`src/hdl/sled_pkg.sv`:
```
`default_nettype none
// ----------------------------------------------------------------------------
// sled_pkg
// Shared types, character codes and helpers for the string literal decoder.
// ----------------------------------------------------------------------------
package sled_pkg;

    localparam int unsigned MAX_LEN   = 65535;
    localparam int          CNT_W     = 16;
    localparam logic [CNT_W-1:0] CNT_LIMIT =
        (MAX_LEN < 65535) ? CNT_W'(MAX_LEN) : CNT_W'(65535);

    localparam int QDEPTH = 4;
    localparam int QAW    = $clog2(QDEPTH);

    localparam int IN_TDATA_W  = 8;
    localparam int OUT_TDATA_W = 48;
    localparam int OUT_TUSER_W = 2;

    localparam logic [7:0] CH_NUL    = 8'h00;
    localparam logic [7:0] CH_NL     = 8'h0A;
    localparam logic [7:0] CH_QUOTE  = 8'h22;
    localparam logic [7:0] CH_APOS   = 8'h27;
    localparam logic [7:0] CH_ZERO   = 8'h30;
    localparam logic [7:0] CH_NINE   = 8'h39;
    localparam logic [7:0] CH_UP_A   = 8'h41;
    localparam logic [7:0] CH_UP_F   = 8'h46;
    localparam logic [7:0] CH_BSLASH = 8'h5C;
    localparam logic [7:0] CH_LO_A   = 8'h61;
    localparam logic [7:0] CH_LO_B   = 8'h62;
    localparam logic [7:0] CH_LO_F   = 8'h66;
    localparam logic [7:0] CH_LO_N   = 8'h6E;
    localparam logic [7:0] CH_LO_R   = 8'h72;
    localparam logic [7:0] CH_LO_T   = 8'h74;
    localparam logic [7:0] CH_LO_V   = 8'h76;
    localparam logic [7:0] CH_LO_X   = 8'h78;

    localparam logic [7:0] VAL_BEL = 8'h07;
    localparam logic [7:0] VAL_BS  = 8'h08;
    localparam logic [7:0] VAL_TAB = 8'h09;
    localparam logic [7:0] VAL_LF  = 8'h0A;
    localparam logic [7:0] VAL_VT  = 8'h0B;
    localparam logic [7:0] VAL_FF  = 8'h0C;
    localparam logic [7:0] VAL_CR  = 8'h0D;

    typedef enum logic [1:0] {
        ST_OK      = 2'd0,
        ST_EARLY   = 2'd1,
        ST_INVALID = 2'd2,
        ST_NEWLINE = 2'd3
    } t_status;

    typedef struct packed {
        logic       is_quote;
        logic       is_bslash;
        logic       is_nl;
        logic       is_nul;
        logic       is_x;
        logic       hex_ok;
        logic [3:0] hex_val;
        logic       esc_ok;
        logic [7:0] esc_val;
    } t_class;

    typedef struct packed {
        logic [7:0] data;
        logic       first;
        logic       last;
        t_class     cls;
    } t_item;

    function automatic logic [CNT_W-1:0] sat_inc(input logic [CNT_W-1:0] v);
        return (v < CNT_LIMIT) ? v + CNT_W'(1) : CNT_LIMIT;
    endfunction

    function automatic t_class classify(input logic [7:0] b);
        t_class c;
        c.is_quote  = (b == CH_QUOTE);
        c.is_bslash = (b == CH_BSLASH);
        c.is_nl     = (b == CH_NL);
        c.is_nul    = (b == CH_NUL);
        c.is_x      = (b == CH_LO_X);
        c.hex_ok    = 1'b0;
        c.hex_val   = b[3:0];
        if (b >= CH_ZERO && b <= CH_NINE) begin
            c.hex_ok = 1'b1;
        end else if ((b >= CH_LO_A && b <= CH_LO_F) || (b >= CH_UP_A && b <= CH_UP_F)) begin
            c.hex_ok  = 1'b1;
            c.hex_val = b[3:0] + 4'd9;
        end
        c.esc_ok  = 1'b1;
        c.esc_val = b;
        unique case (b)
            CH_QUOTE, CH_APOS, CH_BSLASH: c.esc_val = b;
            CH_ZERO: c.esc_val = CH_NUL;
            CH_LO_A: c.esc_val = VAL_BEL;
            CH_LO_B: c.esc_val = VAL_BS;
            CH_LO_T: c.esc_val = VAL_TAB;
            CH_LO_N: c.esc_val = VAL_LF;
            CH_LO_V: c.esc_val = VAL_VT;
            CH_LO_F: c.esc_val = VAL_FF;
            CH_LO_R: c.esc_val = VAL_CR;
            default: c.esc_ok = 1'b0;
        endcase
        return c;
    endfunction

endpackage
`default_nettype wire

```
`src/hdl/sled_front.sv`:
```
`default_nettype none
// ----------------------------------------------------------------------------
// sled_front
// Input side: takes source bytes and classifies them for the queue.
// ----------------------------------------------------------------------------
module sled_front
    import sled_pkg::*;
(
    input  wire logic       i_s_tvalid,
    input  wire logic [7:0] i_byte,
    input  wire logic       i_first,
    input  wire logic       i_last,
    input  wire logic       i_q_full,
    output logic            o_s_tready,
    output logic            o_push,
    output t_item           o_item
);

    assign o_s_tready   = ~i_q_full;
    assign o_push       = i_s_tvalid & ~i_q_full;
    assign o_item.data  = i_byte;
    assign o_item.first = i_first;
    assign o_item.last  = i_last;
    assign o_item.cls   = classify(i_byte);

endmodule
`default_nettype wire

```
`src/hdl/sled_queue.sv`:
```
`default_nettype none
// ----------------------------------------------------------------------------
// sled_queue
// Short FIFO of classified bytes between front and back.
// ----------------------------------------------------------------------------
module sled_queue
    import sled_pkg::*;
(
    input  wire logic  i_clk,
    input  wire logic  i_rst_n,
    input  wire logic  i_push,
    input  wire t_item i_item,
    input  wire logic  i_pop,
    output logic       o_full,
    output logic       o_valid,
    output t_item      o_item
);

    t_item           r_mem [QDEPTH];
    logic [QAW-1:0]  r_wptr;
    logic [QAW-1:0]  r_rptr;
    logic [QAW:0]    r_count;

    logic [QAW:0]    n_count;

    assign o_full  = (r_count == (QAW+1)'(QDEPTH));
    assign o_valid = (r_count != '0);
    assign o_item  = r_mem[r_rptr];

    always_comb begin
        n_count = r_count;
        if (i_push && !i_pop) begin
            n_count = r_count + (QAW+1)'(1);
        end else if (!i_push && i_pop) begin
            n_count = r_count - (QAW+1)'(1);
        end
    end

    always_ff @(posedge i_clk) begin
        if (!i_rst_n) begin
            r_wptr  <= '0;
            r_rptr  <= '0;
            r_count <= '0;
        end else begin
            r_count <= n_count;
            if (i_push) begin
                r_wptr <= r_wptr + QAW'(1);
            end
            if (i_pop) begin
                r_rptr <= r_rptr + QAW'(1);
            end
        end
    end

    always_ff @(posedge i_clk) begin
        if (i_push) begin
            r_mem[r_wptr] <= i_item;
        end
    end

endmodule
`default_nettype wire

```
`src/hdl/sled_back.sv`:
```
`default_nettype none
// ----------------------------------------------------------------------------
// sled_back
// Decode state machine and output register.
// ----------------------------------------------------------------------------
module sled_back
    import sled_pkg::*;
(
    input  wire logic                    i_clk,
    input  wire logic                    i_rst_n,
    input  wire logic                    i_q_valid,
    input  wire t_item                   i_item,
    output logic                         o_pop,
    output logic                         o_m_tvalid,
    input  wire logic                    i_m_tready,
    output logic [OUT_TDATA_W-1:0]       o_m_tdata,
    output logic [OUT_TUSER_W-1:0]       o_m_tuser
);

    typedef enum logic [2:0] {
        M_IDLE = 3'd0,
        M_BODY = 3'd1,
        M_ESC  = 3'd2,
        M_HEX1 = 3'd3,
        M_HEX2 = 3'd4
    } t_mode;

    t_mode                   r_mode;
    logic [3:0]              r_hex;
    logic [CNT_W-1:0]        r_cons;
    logic [CNT_W-1:0]        r_dec;
    logic                    r_out_valid;
    logic [OUT_TDATA_W-1:0]  r_tdata;
    logic [OUT_TUSER_W-1:0]  r_tuser;

    t_mode                   n_mode;
    logic [3:0]              n_hex;
    logic [CNT_W-1:0]        n_cons;
    logic [CNT_W-1:0]        n_dec;
    logic                    n_emit;
    logic                    n_done;
    t_status                 n_status;
    logic [7:0]              n_byte;
    logic [CNT_W-1:0]        n_dec_out;

    assign o_pop      = i_q_valid & (~r_out_valid | i_m_tready);
    assign o_m_tvalid = r_out_valid;
    assign o_m_tdata  = r_tdata;
    assign o_m_tuser  = r_tuser;

    always_comb begin
        n_mode   = r_mode;
        n_hex    = r_hex;
        n_cons   = r_cons;
        n_dec    = r_dec;
        n_emit   = 1'b0;
        n_done   = 1'b0;
        n_status = ST_OK;
        n_byte   = '0;
        if (i_item.first) begin
            n_hex  = '0;
            n_dec  = '0;
            n_cons = sat_inc('0);
            if (i_item.last) begin
                n_done   = 1'b1;
                n_status = ST_EARLY;
            end else if (!i_item.cls.is_quote) begin
                n_done   = 1'b1;
                n_status = ST_INVALID;
            end else begin
                n_mode = M_BODY;
            end
        end else begin
            unique case (r_mode)
                M_IDLE: begin
                end
                M_BODY: begin
                    if (i_item.cls.is_nl) begin
                        n_done   = 1'b1;
                        n_status = ST_NEWLINE;
                    end else if (i_item.cls.is_nul) begin
                        n_done   = 1'b1;
                        n_status = ST_INVALID;
                    end else begin
                        n_cons = sat_inc(r_cons);
                        if (i_item.cls.is_quote) begin
                            n_done   = 1'b1;
                            n_status = ST_OK;
                        end else if (i_item.last) begin
                            n_done   = 1'b1;
                            n_status = ST_EARLY;
                        end else if (i_item.cls.is_bslash) begin
                            n_mode = M_ESC;
                        end else begin
                            n_emit = 1'b1;
                            n_byte = i_item.data;
                        end
                    end
                end
                M_ESC: begin
                    n_cons = sat_inc(r_cons);
                    if (i_item.cls.is_x) begin
                        if (i_item.last) begin
                            n_done   = 1'b1;
                            n_status = ST_INVALID;
                        end else begin
                            n_mode = M_HEX1;
                        end
                    end else if (!i_item.cls.esc_ok) begin
                        n_done   = 1'b1;
                        n_status = ST_INVALID;
                    end else if (i_item.last) begin
                        n_done   = 1'b1;
                        n_status = ST_EARLY;
                    end else begin
                        n_mode = M_BODY;
                        n_emit = 1'b1;
                        n_byte = i_item.cls.esc_val;
                    end
                end
                M_HEX1: begin
                    if (!i_item.cls.hex_ok || i_item.last) begin
                        n_done   = 1'b1;
                        n_status = ST_INVALID;
                    end else begin
                        n_hex  = i_item.cls.hex_val;
                        n_mode = M_HEX2;
                    end
                end
                M_HEX2: begin
                    if (!i_item.cls.hex_ok || i_item.last) begin
                        n_done   = 1'b1;
                        n_status = ST_INVALID;
                    end else begin
                        n_cons = sat_inc(sat_inc(r_cons));
                        n_mode = M_BODY;
                        n_emit = 1'b1;
                        n_byte = {r_hex, i_item.cls.hex_val};
                    end
                end
                default: begin
                    n_mode = M_IDLE;
                end
            endcase
        end
        if (n_emit) begin
            n_dec = sat_inc(n_dec);
        end
        if (n_done) begin
            n_mode = M_IDLE;
        end
        n_dec_out = (n_status == ST_OK) ? n_dec : '0;
    end

    always_ff @(posedge i_clk) begin
        if (!i_rst_n) begin
            r_mode      <= M_IDLE;
            r_hex       <= '0;
            r_cons      <= '0;
            r_dec       <= '0;
            r_out_valid <= 1'b0;
        end else begin
            if (o_pop) begin
                r_mode      <= n_mode;
                r_hex       <= n_hex;
                r_cons      <= n_cons;
                r_dec       <= n_dec;
                r_out_valid <= n_emit | n_done;
                if (n_done) begin
                    r_tdata <= {6'b0, n_dec_out, n_cons, n_status, 8'h00};
                    r_tuser <= 2'b10;
                end else begin
                    r_tdata <= {40'b0, n_byte};
                    r_tuser <= 2'b01;
                end
            end else if (i_m_tready) begin
                r_out_valid <= 1'b0;
            end
        end
    end

endmodule
`default_nettype wire

```
`src/hdl/string_literal_escape_decoder_top.sv`:
```
`default_nettype none
// ----------------------------------------------------------------------------
// string_literal_escape_decoder_top
// Streaming decoder for double-quoted literals with C-style escapes.
// ----------------------------------------------------------------------------
// Takes one source byte per clock while the queue has room, and gives at
// most one result per byte: a decoded byte, or an end-of-literal report with
// status and the consumed and decoded lengths. A byte passes through the
// four-entry queue behind the classifier and then the output register of
// the decode state machine. With the output side ready the block sustains
// one byte per cycle; a stalled output fills the queue, and the input
// stalls once four requests are waiting.
// ----------------------------------------------------------------------------
module string_literal_escape_decoder_top
    import sled_pkg::*;
(
    input  wire logic                    i_clk,
    input  wire logic                    i_rst_n,
    input  wire logic                    i_s_tvalid,
    output logic                         o_s_tready,
    input  wire logic [IN_TDATA_W-1:0]   i_s_tdata,   // byte_in
    input  wire logic                    i_s_tuser,   // first
    input  wire logic                    i_s_tlast,   // last
    output logic                         o_m_tvalid,
    input  wire logic                    i_m_tready,
    output logic [OUT_TDATA_W-1:0]       o_m_tdata,   // data_out, status,
                                                      // consumed_length,
                                                      // decoded_length
    output logic [OUT_TUSER_W-1:0]       o_m_tuser    // data_valid, done_res
);

    logic  q_full;
    logic  q_valid;
    logic  push;
    logic  pop;
    t_item push_item;
    t_item pop_item;

    sled_front u_front (
        .i_s_tvalid (i_s_tvalid),
        .i_byte     (i_s_tdata),
        .i_first    (i_s_tuser),
        .i_last     (i_s_tlast),
        .i_q_full   (q_full),
        .o_s_tready (o_s_tready),
        .o_push     (push),
        .o_item     (push_item)
    );

    sled_queue u_queue (
        .i_clk   (i_clk),
        .i_rst_n (i_rst_n),
        .i_push  (push),
        .i_item  (push_item),
        .i_pop   (pop),
        .o_full  (q_full),
        .o_valid (q_valid),
        .o_item  (pop_item)
    );

    sled_back u_back (
        .i_clk      (i_clk),
        .i_rst_n    (i_rst_n),
        .i_q_valid  (q_valid),
        .i_item     (pop_item),
        .o_pop      (pop),
        .o_m_tvalid (o_m_tvalid),
        .i_m_tready (i_m_tready),
        .o_m_tdata  (o_m_tdata),
        .o_m_tuser  (o_m_tuser)
    );

endmodule
`default_nettype wire

```
`config.mk`:
```
export PLATFORM = sky130hd
export DESIGN_NAME = string_literal_escape_decoder_top
export DESIGN_NICKNAME = d
export VERILOG_FILES = /design/src/hdl/sled_pkg.sv /design/src/hdl/sled_front.sv /design/src/hdl/sled_queue.sv /design/src/hdl/sled_back.sv /design/src/hdl/string_literal_escape_decoder_top.sv
export SDC_FILE = /design/constraint.sdc
export NUM_CORES = 1
export LEC_CHECK = 0
export BUFFER_PORTS_ARGS = -buffer_cell sky130_fd_sc_hd__buf_2
export CAP_MARGIN = 20
export CORE_MARGIN = 4
export CORE_UTILIZATION = 30
export CTS_BUF_LIST = sky130_fd_sc_hd__clkbuf_8
export CTS_CLUSTER_SIZE = 40
export DETAILED_ROUTE_END_ITERATION = 6
export SLEW_MARGIN = 40
export SYNTH_ARGS = -nofsm -noshare
export SYNTH_HDL_FRONTEND = slang
export SYNTH_SLANG_ARGS = --single-unit
```
`constraint.sdc`:
```
create_clock -name i_clk -period 3.4 [get_ports i_clk]
set_input_delay 0.51 -clock i_clk [delete_from_list [all_inputs] [get_ports i_clk]]
set_output_delay 0.51 -clock i_clk [all_outputs]
set_load 0.05 [all_outputs]
```
### Word level (Yosys, flattened, before mapping)

Memories as Yosys holds them, arrays and structs flattened. A register that Yosys moved wholly into a read port is not among the register bits.
Cells that the tools add are included.

* register bits after elaboration: 97
* bits in writable memories: 116
* output and inout port bits: 52
* memories kept: 1

* $add $sub $neg: 8
* magnitude comparators: 9
* equality and inequality tests: 31
* mux-type cells: 87
* bitwise logic cells: 6
* reductions and logical operators: 24

Memory list
* u_queue.r_mem: words 4, bits a word 29, read ports 1, clocked after Yosys merged registers in 1, wr ports 1, line sled_queue.sv:19 `t_item r_mem [QDEPTH];`

Operator list (count)
* $mux 16: 9
* $eq 8x7->1 const B: 9
* $mux 8: 9
* $pmux 8 s8: 1
* $mux 3: 17
* $add 16x1->16 const B: 3
* $lt 16x16->1 const B: 3
* $pmux 16 s3: 1
* $mux 1: 27
* $mux 2: 13
* $eq 8x6->1 const B: 3
* $pmux 8 s3: 1
* $ne 4x3->1 const B: 5
* $ge 8x7->1 const B: 2
* $le 8x7->1 const B: 2
* $mux 4: 4
* $pmux 3 s5: 1
* $reduce_and 13->1: 1
* $reduce_or 11->1: 1
* $ne 3x3->1 const B: 3
* $eq 8x4->1 const B: 1
* $ge 8x6->1 const B: 1
* $le 8x6->1 const B: 1
* $logic_not 8->1: 1
* 28 further kinds: 46

### Depth between registers and ports, before layout

Gate-level depths: netlist of run 1.

* depth after elaboration: 9
* mapped depth: 14

### By module

From an unflattened synthesis of run 1, not the netlist that was laid out.

* cell total of the unflattened synthesis: 944
* area total of the unflattened synthesis: 10671.5 um^2

By module, submodules not included
* sled_back: times used 1, cells each 665, area an instance 5475.3 um^2, seq. area each 2122.0 um^2
* sled_queue: times used 1, cells each 194, area an instance 4639.4 um^2, seq. area each 3663.5 um^2
* sled_front: times used 1, cells each 85, area an instance 556.8 um^2, seq. area each 0.0 um^2

### Worst setup path after synthesis of run 1

No wires, ideal clock.

* path kind: reg-to-reg
* start point: register u_back.r_cons[0]
* end point: register u_back.r_tdata[20] (netlist: u_back.o_m_tdata[20]), data pin
* library setup time: 266 ps
* arrival time: 3129 ps
* data required time: 3134 ps
* path slack: 5 ps
* cell stages (with the launch flop): 14
* buffers on the path: 2
* clock period less this slack: 3395 ps
* cell sequence: dfxtp_1 > ha_1 > buf_2 > nand3_1 > clkbuf_1 > or4_1 > nand2_1 > ha_1 > nand2_1 > a211oi_1 > a21oi_1 > o31a_1 > a221oi_1 > nor2_1

* longest elaborated chain between the ends: 7
* elaborated cells on any way between the ends: 11

Ends and longest elaborated chain
* start: declaration: line sled_back.sv:30 `logic [CNT_W-1:0] r_cons;`
* start signal: assignment: line sled_back.sv:166 `r_cons <= n_cons;`
* $add 16x1->16 / $lt 16x16->1 (equally long branches): line sled_pkg.sv:73 `return (v < CNT_LIMIT) ? v + CNT_W'(1) : CNT_LIMIT;`
* $mux 16 (*): line sled_pkg.sv:73
* $add 16x1->16 / $lt 16x16->1 (equally long branches): line sled_pkg.sv:73
* $mux 16: line sled_pkg.sv:73
* $mux 16: line sled_back.sv:131 `if (!i_item.cls.hex_ok || i_item.last) begin`
* $pmux 16 s3 (*): line sled_back.sv:74 `unique case (r_mode)`
* $mux 16 (*): line sled_back.sv:60 `if (i_item.first) begin`
* end signal: assignment: line sled_back.sv:170 `r_tdata <= {6'b0, n_dec_out, n_cons, n_status, 8'h00};`
* end signal: assignment: line sled_back.sv:173 `r_tdata <= {40'b0, n_byte};`
* end: declaration: line sled_back.sv:33 `logic [OUT_TDATA_W-1:0] r_tdata;`

Mark *: on every way between the ends. The rest lies on a longest branch, timed or not.
A chain may end at the register's enable or synchronous reset.

### Final worst setup path of run 1

* start point: register u_back.r_cons[4]
* end point: register u_back.r_tdata[16] (netlist: u_back.o_m_tdata[16]), data pin

Same word-level chain as after synthesis.

==> results of run 1 <==
layout make-up:
class,instances,area (µm²)
flip-flops and latches,209,5790
inverters,15,56.3
clock inverters,32,264
clock buffers,38,523
multi-input cells,676,4610
repair buffers,126,811
well taps,461,577
fillers,3500,22900
final timing paths:
kind	start	endpoint	slack [ns]	cells after the start
worst min-delay path	i_s_tlast	u_queue.r_mem[2][19]	0.21	1
worst max-delay path	u_back.r_cons[4]	u_back.o_m_tdata[16]	0.28	10
worst max register to register	u_back.r_cons[4]	u_back.o_m_tdata[16]	0.28	10
worst min register to register	u_back.r_hex[1]	u_back.r_hex[1]	0.46	2
per-stage QoR:
stage / setup slack [ns] / hold WS, ns / power (µW) / utilization [%] / cells
floorplan: 0.00549 / 0.432 / 5510 / - / 978
global placement: 0.231 / 0.443 / 6430 / 33.3 / 1487
detailed placement: 0.213 / 0.456 / 6460 / 33.3 / 1487
CTS: 0.143 / 0.186 / 8960 / 35.5 / 1557
global route: 0.0350 / 0.191 / 9350 / 35.6 / 1557
finish: 0.281 / 0.211 / 8870 / 35.6 / 1557
power by group through the flow:
stage	clock network, µW	registers (µW)	logic, µW
6_report	2470	3350	3060
5_1_grt	2680	3390	3280
4_1_cts	2550	3360	3060
3_5_place_dp	0	3400	3050
3_3_place_gp	0	3390	3040
2_1_floorplan	0	3800	1710
synth_stat cells (all sizes together) (5+ instances only):
master	count
edfxtp	160
xor2	9
or3	10
o21a	7
and3	13
nand2b	6
o31ai	11
dfxtp	49
nand2	91
nor3	25
nand3	40
nor3b	6
a22oi	14
mux2i	11
ha	13
nor4b	5
o21ai	61
nor2	87
a31oi	18
and2	10
xnor2	14
mux4	29
inv	15
nor4	9
clkbuf	40
o211ai	5
a21oi	70
nor2b	12
buf	38
a211oi	9
nand4	11
sequential cells by signal, summed over array words and instances, names as in the netlist, named ones only:
name and count:
u_back.o_m_tdata 42, u_queue.r_count 3, u_back.r_hex 4, u_queue.r_rptr 2, u_back.o_m_tuser 2, u_back.r_mode 3
u_queue.r_mem 116, u_back.r_dec 16, u_back.r_cons 16, u_queue.r_wptr 2, u_back.o_m_tvalid 1
layout by cell type (no fill, tap or decap), types with 5 or more instances in the layout:
cell,synthesis,final
a31oi_1,18,18
buf_4,8,66
conb_1,1,6
and3_1,13,12
a211oi_1,6,5
or3_1,10,10
o31ai_1,11,11
nand3_1,40,40
dfxtp_1,49,48
inv_1,14,22
nand2b_1,6,6
nand2_1,91,91
a21oi_2,6,6
nand4_1,9,9
nor2b_1,12,12
buf_2,22,59
a21oi_1,64,64
nor4_1,7,7
ha_1,13,13
a22oi_1,14,14
o21ai_0,57,56
nor3_1,20,20
and2_1,9,9
nor3b_1,5,5
clkbuf_8,0,38
xnor2_1,14,14
nor2_1,86,86
mux2i_1,11,11
xor2_1,9,9
o21a_1,7,7
mux4_2,29,29
edfxtp_1,160,160
clkinv_1,0,10
critical path, stage by stage, from the launching register on:
cell	delay, ns
dfxtp_1	0.48
buf_4	0.21
nand3_1	0.10
buf_4	0.21
nor4_1	0.34
mux2i_1	0.39
o21a_1	0.34
a31oi_1	0.16
buf_4	0.19
a221oi_1	0.37
nor2b_1	0.18
metal layers:
metal | track usage, % | share of wire, % | up-vias
li1 | - | - | 3884
met1 | 19.6 | 43 | 4062
met2 | 25.2 | 49 | 299
met3 | 2.66 | 5.5 | 57
met4 | 4.67 | 2.3 | 2
met5 | 0 | 0.041 | -
cells by family after synthesis:
kind of cell	after synthesis	synth area share, %
adder cells (fa/ha/maj)	14	1.69
multiplexers	44	7.49
AO/OA/AOI/OAI	245	14.9
flip-flops	209	53.6
XOR/XNOR	23	1.87
buffers and inverters	93	3.98
other	1	0.0348
AND/OR/NAND/NOR	344	16.4
==> impl_summary.log, run 1 <==
[metrics] number of warnings reported in the yosys synthesis log: 0
[metrics] post-synth design cell area: around 0.011 mm²
[metrics] antenna-violating nets left: 0
[metrics] area added between synthesis and finish: 17.0%
[metrics] cell at the root of the clock tree: clkbuf_8
[metrics] post-cts hold buffer count: 0
[metrics] required arrival time at the worst endpoint: ~3.8 ns
[metrics] maximum number of pins on one net before global-route repair: 30
[metrics] number of antenna violations at the first check in global routing: 1
[metrics] Arrival @ worst endpoint: between 3 and 4 ns
[metrics] Fin. Hold Viols: 0
[metrics] post-synthesis async set-or-reset flop share: 0%
[metrics] shortest clock period the worst path allows after layout: 3.12 ns
[metrics] final critical-path share of the clock period: 91.7%
[metrics] vias in the first global route: around 8400
[metrics] gate count after technology mapping: 973
[metrics] post-detailed-route DRC marker count: 0
[metrics] ratio of cells with drive above 1 in the final layout: a little under a quarter
[metrics] highest clock frequency the design can meet: approximately 320 MHz
[metrics] average size of a mapped cell: ~11 µm²
[metrics] via density per instance: 5.33
[metrics] # setup viols final: 0
[metrics] cell type contributing the most total cell area after synthesis: edfxtp_1
[metrics] total CTS buffers: 38
[metrics] die area: 0.0391 mm²
[metrics] static leakage power: roughly 0.0043 µW
[metrics] quantity of gates resized following cts: 0
[metrics] sequential element share of the synthesized area: a little over half
[metrics] pins over their slew limit: 0
[metrics] Post-synth top flop: edfxtp_1
[metrics] later-pin clock latency in the skew report: 0.56 ns
[metrics] all-layer global routing usage: around 15%
[metrics] share of the synthesized area in the top cell type: approximately 45%
[metrics] biggest fanout along the worst timing path: 12
[metrics] internal power component: between 5000 and 6000 µW
[metrics] total number of nets in the final design: 1094
[metrics] worst slew pin tran: between 0.6 and 0.7 ns
[metrics] category of the critical setup timing path: flop to flop
[metrics] sequential share of power: a little under two fifths
[metrics] Placer Congestion: 0.967
[metrics] maximum number of buffers from clock root to sink: 3
[metrics] clock tree from TritonCTS: built
[metrics] Vert. Die Dim: a little under 200 µm
[metrics] worst vdd rail ir drop: between 300 and 400 µV
[metrics] combinational share of power: between 30 and 40%
[metrics] Slew headroom: around 54%
[metrics] initial core utilization: between 30% and 40%
[metrics] WL final: approximately 29000 µm
[metrics] post-placement cell area: roughly 0.012 mm²
[metrics] DR vias: approximately 8300
[metrics] cell types occupying the most area after synthesis: edfxtp_1 45%, dfxtp_1 9.1%, mux4_2 6.1%
[metrics] per-cell routed wire length: 18.9 µm
[metrics] Non-Filler Cell Area, Final: around 0.013 mm²
[metrics] startpoint class of the critical path: flop
[metrics] clock sink count: about 210
[metrics] status: complete, no violations
[metrics] total of buffers placed on input and output ports: 59
[metrics] hold crit path type: primary input to flop
[metrics] endpoint class of the critical path: flop
[metrics] clock network fraction of design power: roughly 28%
[metrics] area of the core: 0.0355 mm²
[metrics] first-pass GRT wire length: ~47000 µm
[metrics] post-DP HPWL: a little over 20000 µm
[metrics] total gr overflow: 0
[metrics] CTS H-tree lvls: 2
[metrics] number of top-level pins: between 60 and 70
[metrics] Cell Pwr Density: 703 mW/mm²
[metrics] Max Cap Violations: 0
[metrics] Pre-Repair DR Iteration Count: 5
[metrics] Rows: 69
[metrics] RSZ-0062 raised after global routing: false
[metrics] Synth Register Bits: approximately 210
[metrics] initial DRC count: 791
[metrics] unique cell type count in the Yosys netlist: 90
[metrics] switching pwr: 3370 µW
[metrics] Reg clk slew, reported paths: around 0.06 ns
[metrics] Post-Route Skew: just over 0.04 ns
[metrics] setup TNS after final layout: 0 ns
[metrics] switching part of the total: a little under two fifths
[metrics] number of synthesized flops with an enable pin: 160
[metrics] n_diodes: 0
[metrics] postcts setup bufs: 0
[metrics] horizontal die dimension: between 150 and 200 µm
Power figures use the tool's default switching activity.
==> run 2, diff against run 1 <==
clock period = 3.42 ns   (was 3.4 ns; I/O delays follow)
==> run 2 against run 1 <==
  * Hold slack gained 0.016 ns
  * Die area did not move
  * Critical path depth increased by 1
  * Global-route usage hardly changed
  * Flip-flop and latch count stayed put
  * Critical endpoint is now u_back.o_m_tdata[23]
==> impl_summary.log, run 2 (same netlist as run 1, synthesis figures left out) <==
[metrics] most frequent standard cell in the layout excluding fill and tap cells: edfxtp_1
[metrics] Worst R2R Setup Slack: ~0.22 ns
[metrics] CTS H-tree lvls: 2
[metrics] number of antenna violations at the first check in global routing: 1
[metrics] first-pass GRT wire length: ~47000 µm
[metrics] critical-path cell with the highest stage delay: dfxtp_1
[metrics] antenna-violating nets left: 0
[metrics] static leakage power: approximately 0.0043 µW
[metrics] worst slew pin tran: 0.745 ns
[metrics] Worst Reg-to-Reg Cells: 11
[metrics] Max Cap Violations: 0
[metrics] post-cts hold buffer count: 0
[metrics] endpoint class of the critical path: flop
[metrics] ratio of cells with drive above 1 in the final layout: 22.9%
[metrics] WL final: 29600 µm
[metrics] n_diodes: 0
[metrics] number of top-level pins: 66
[metrics] Rows: about 70
[metrics] Cell Pwr Density: a little under 700 mW/mm²
[metrics] Hold Path Depth: 1
[metrics] highest clock frequency the design can meet: approximately 310 MHz
[metrics] setup TNS after final layout: 0 ns
[metrics] total CTS buffers: 39
[metrics] Worst path max stage delay: roughly 0.46 ns
[metrics] worst hold path endpoint: u_queue.r_mem[3][20]
[metrics] initial core utilization: 30.4%
[metrics] Arrival @ worst endpoint: roughly 3.5 ns
[metrics] hold crit path type: primary input to flop
[metrics] later-pin clock latency in the skew report: roughly 0.54 ns
[metrics] area of the core: ~0.035 mm²
[metrics] maximum number of pins on one net before global-route repair: 30
[metrics] final critical-path share of the clock period: 93.5%
[metrics] shortest clock period the worst path allows after layout: around 3.2 ns
[metrics] launch instance of the worst register-to-register path: u_back.r_cons[4]
[metrics] CP Cell Sequence: buf_4 > nand3_1 > buf_4 > nor4_1 > o21ai_0 > a211oi_2 > buf_4 > a21oi_1 > o31a_1 > a221oi_1 > nor2_1
[metrics] die area: 0.0391 mm²
[metrics] startpoint class of the critical path: flop
[metrics] number of flip-flops in the largest register: around 120
[metrics] buffers plus inverters on the worst setup path: 3
[metrics] worst vdd rail ir drop: between 200 and 300 µV
[metrics] initial DRC count: about 840
[metrics] pins over their slew limit: 0
[metrics] hold path start: i_s_tuser
[metrics] Fin. Hold Viols: 0
[metrics] biggest fanout along the worst timing path: 12
[metrics] status: complete, no violations
[metrics] DR vias: approximately 8300
[metrics] per-cell routed wire length: about 19 µm
[metrics] vias in the first global route: 8307
[metrics] Slew headroom: around half
[metrics] Placer Congestion: around 0.95
[metrics] all-layer global routing usage: about 15%
[metrics] RSZ-0062 raised after global routing: false
[metrics] crit-path leading delay family: compound AO/OA/AOI/OAI gates
[metrics] post-DP HPWL: 20500 µm
[metrics] category of the critical setup timing path: flop to flop
[metrics] terminus of the critical flop-to-flop path: u_back.o_m_tdata[23]
[metrics] total of buffers placed on input and output ports: 59
[metrics] first element of the critical path: u_back.r_cons[4]
[metrics] total gr overflow: 0
[metrics] Pre-Repair DR Iteration Count: 5
[metrics] total number of nets in the final design: between 1000 and 1500
[metrics] Post-Route Skew: about 0.038 ns
[metrics] post-detailed-route DRC marker count: 0
[metrics] cell at the root of the clock tree: clkbuf_8
[metrics] highest-count cells in the layout ignoring fill and taps: 160 x edfxtp_1, 91 x nand2_1, 86 x nor2_1
[metrics] Reg clk slew, reported paths: ~0.06 ns
[metrics] # setup viols final: 0
[metrics] Final Power: 8680 µW
[metrics] area added between synthesis and finish: 16.7%
[metrics] maximum number of buffers from clock root to sink: 3
[metrics] clock sink count: approximately 210
[metrics] clock tree from TritonCTS: built
[metrics] required arrival time at the worst endpoint: ~3.7 ns
[metrics] largest register by flop count: u_queue.r_mem
[metrics] via density per instance: 5.31
[metrics] horizontal die dimension: between 150 and 200 µm
[metrics] Vert. Die Dim: roughly 200 µm
[metrics] most used cell, CP: buf_4
-- run 2: changes by cell type in the layout (fill, tap and decap cells not counted), sizes merged --
| cell | change |
|---|---|
| clkbuf | +4 |
| clkinvlp | -3 |
| clkinv | -4 |
| inv | +5 |
| bufinv | -2 |
-- run 2: worst reg2reg max path, cell delays in order (launching register included) --
cell and delay, ns:
dfxtp_1 0.46, buf_4 0.20, nand3_1 0.10, buf_4 0.21, nor4_1 0.35, o21ai_0 0.29, a211oi_2 0.36, buf_4 0.18
a21oi_1 0.05, o31a_1 0.25, a221oi_1 0.41, nor2_1 0.08
-- run 2: how the worst max path moves through the flow --
stage	endpoint	slack, ns	depth (start not counted)
detailed placement	u_back.o_m_tdata[20]	0.20	11
global route	u_back.o_m_tdata[16]	0.007	12
floorplan	u_back.o_m_tdata[20]	0.03	13
finish	u_back.o_m_tdata[23]	0.22	11
CTS	u_back.o_m_tdata[20]	0.17	11
global placement	u_back.o_m_tdata[20]	0.18	11
-- run 2: layout make-up --
| cell class | instances | area (µm²) |
|---|---|---|
| well taps | 461 | 577 |
| fillers | 3490 | 22900 |
| flip-flops and latches | 209 | 5790 |
| multi-input cells | 676 | 4610 |
| clock inverters | 28 | 171 |
| clock buffers | 42 | 578 |
| inverters | 15 | 56.3 |
| repair buffers | 126 | 811 |
-- run 2: metal layers --
metal  global-route usage, %  wire [µm]  up-vias
met5                       0         12        -
met4                    5.23        996        2
met3                    3.16       1890       76
met2                    25.1      14300      279
met1                    19.2      12400     4020
li1                        -          -     3883
-- run 2: stage by stage --
stage	hold slack (ns)	instance area (µm²)	std cells	util [%]	worst slack (ns)
4_1_cts	0.206	12600	1557	35.4	0.165
2_1_floorplan	0.432	10800	978	-	0.0255
3_3_place_gp	0.445	11800	1487	33.3	0.182
3_5_place_dp	0.449	11800	1487	33.3	0.198
6_report	0.228	12600	1557	35.5	0.221
5_1_grt	0.202	12600	1557	35.5	0.00678
-- run 2: repair_timing --
action,in CTS,in global routing
buffers inserted,0,0
gates resized for setup,0,3
setup endpoints to repair,0,2
-- run 2: where the power goes --
group	switching [µW]	internal, µW	leakage (µW)
Combinational	2080	949	0.00201
Clock	1030	1280	0.000435
Sequential	186	3150	0.00189
Total	3300	5380	0.00433
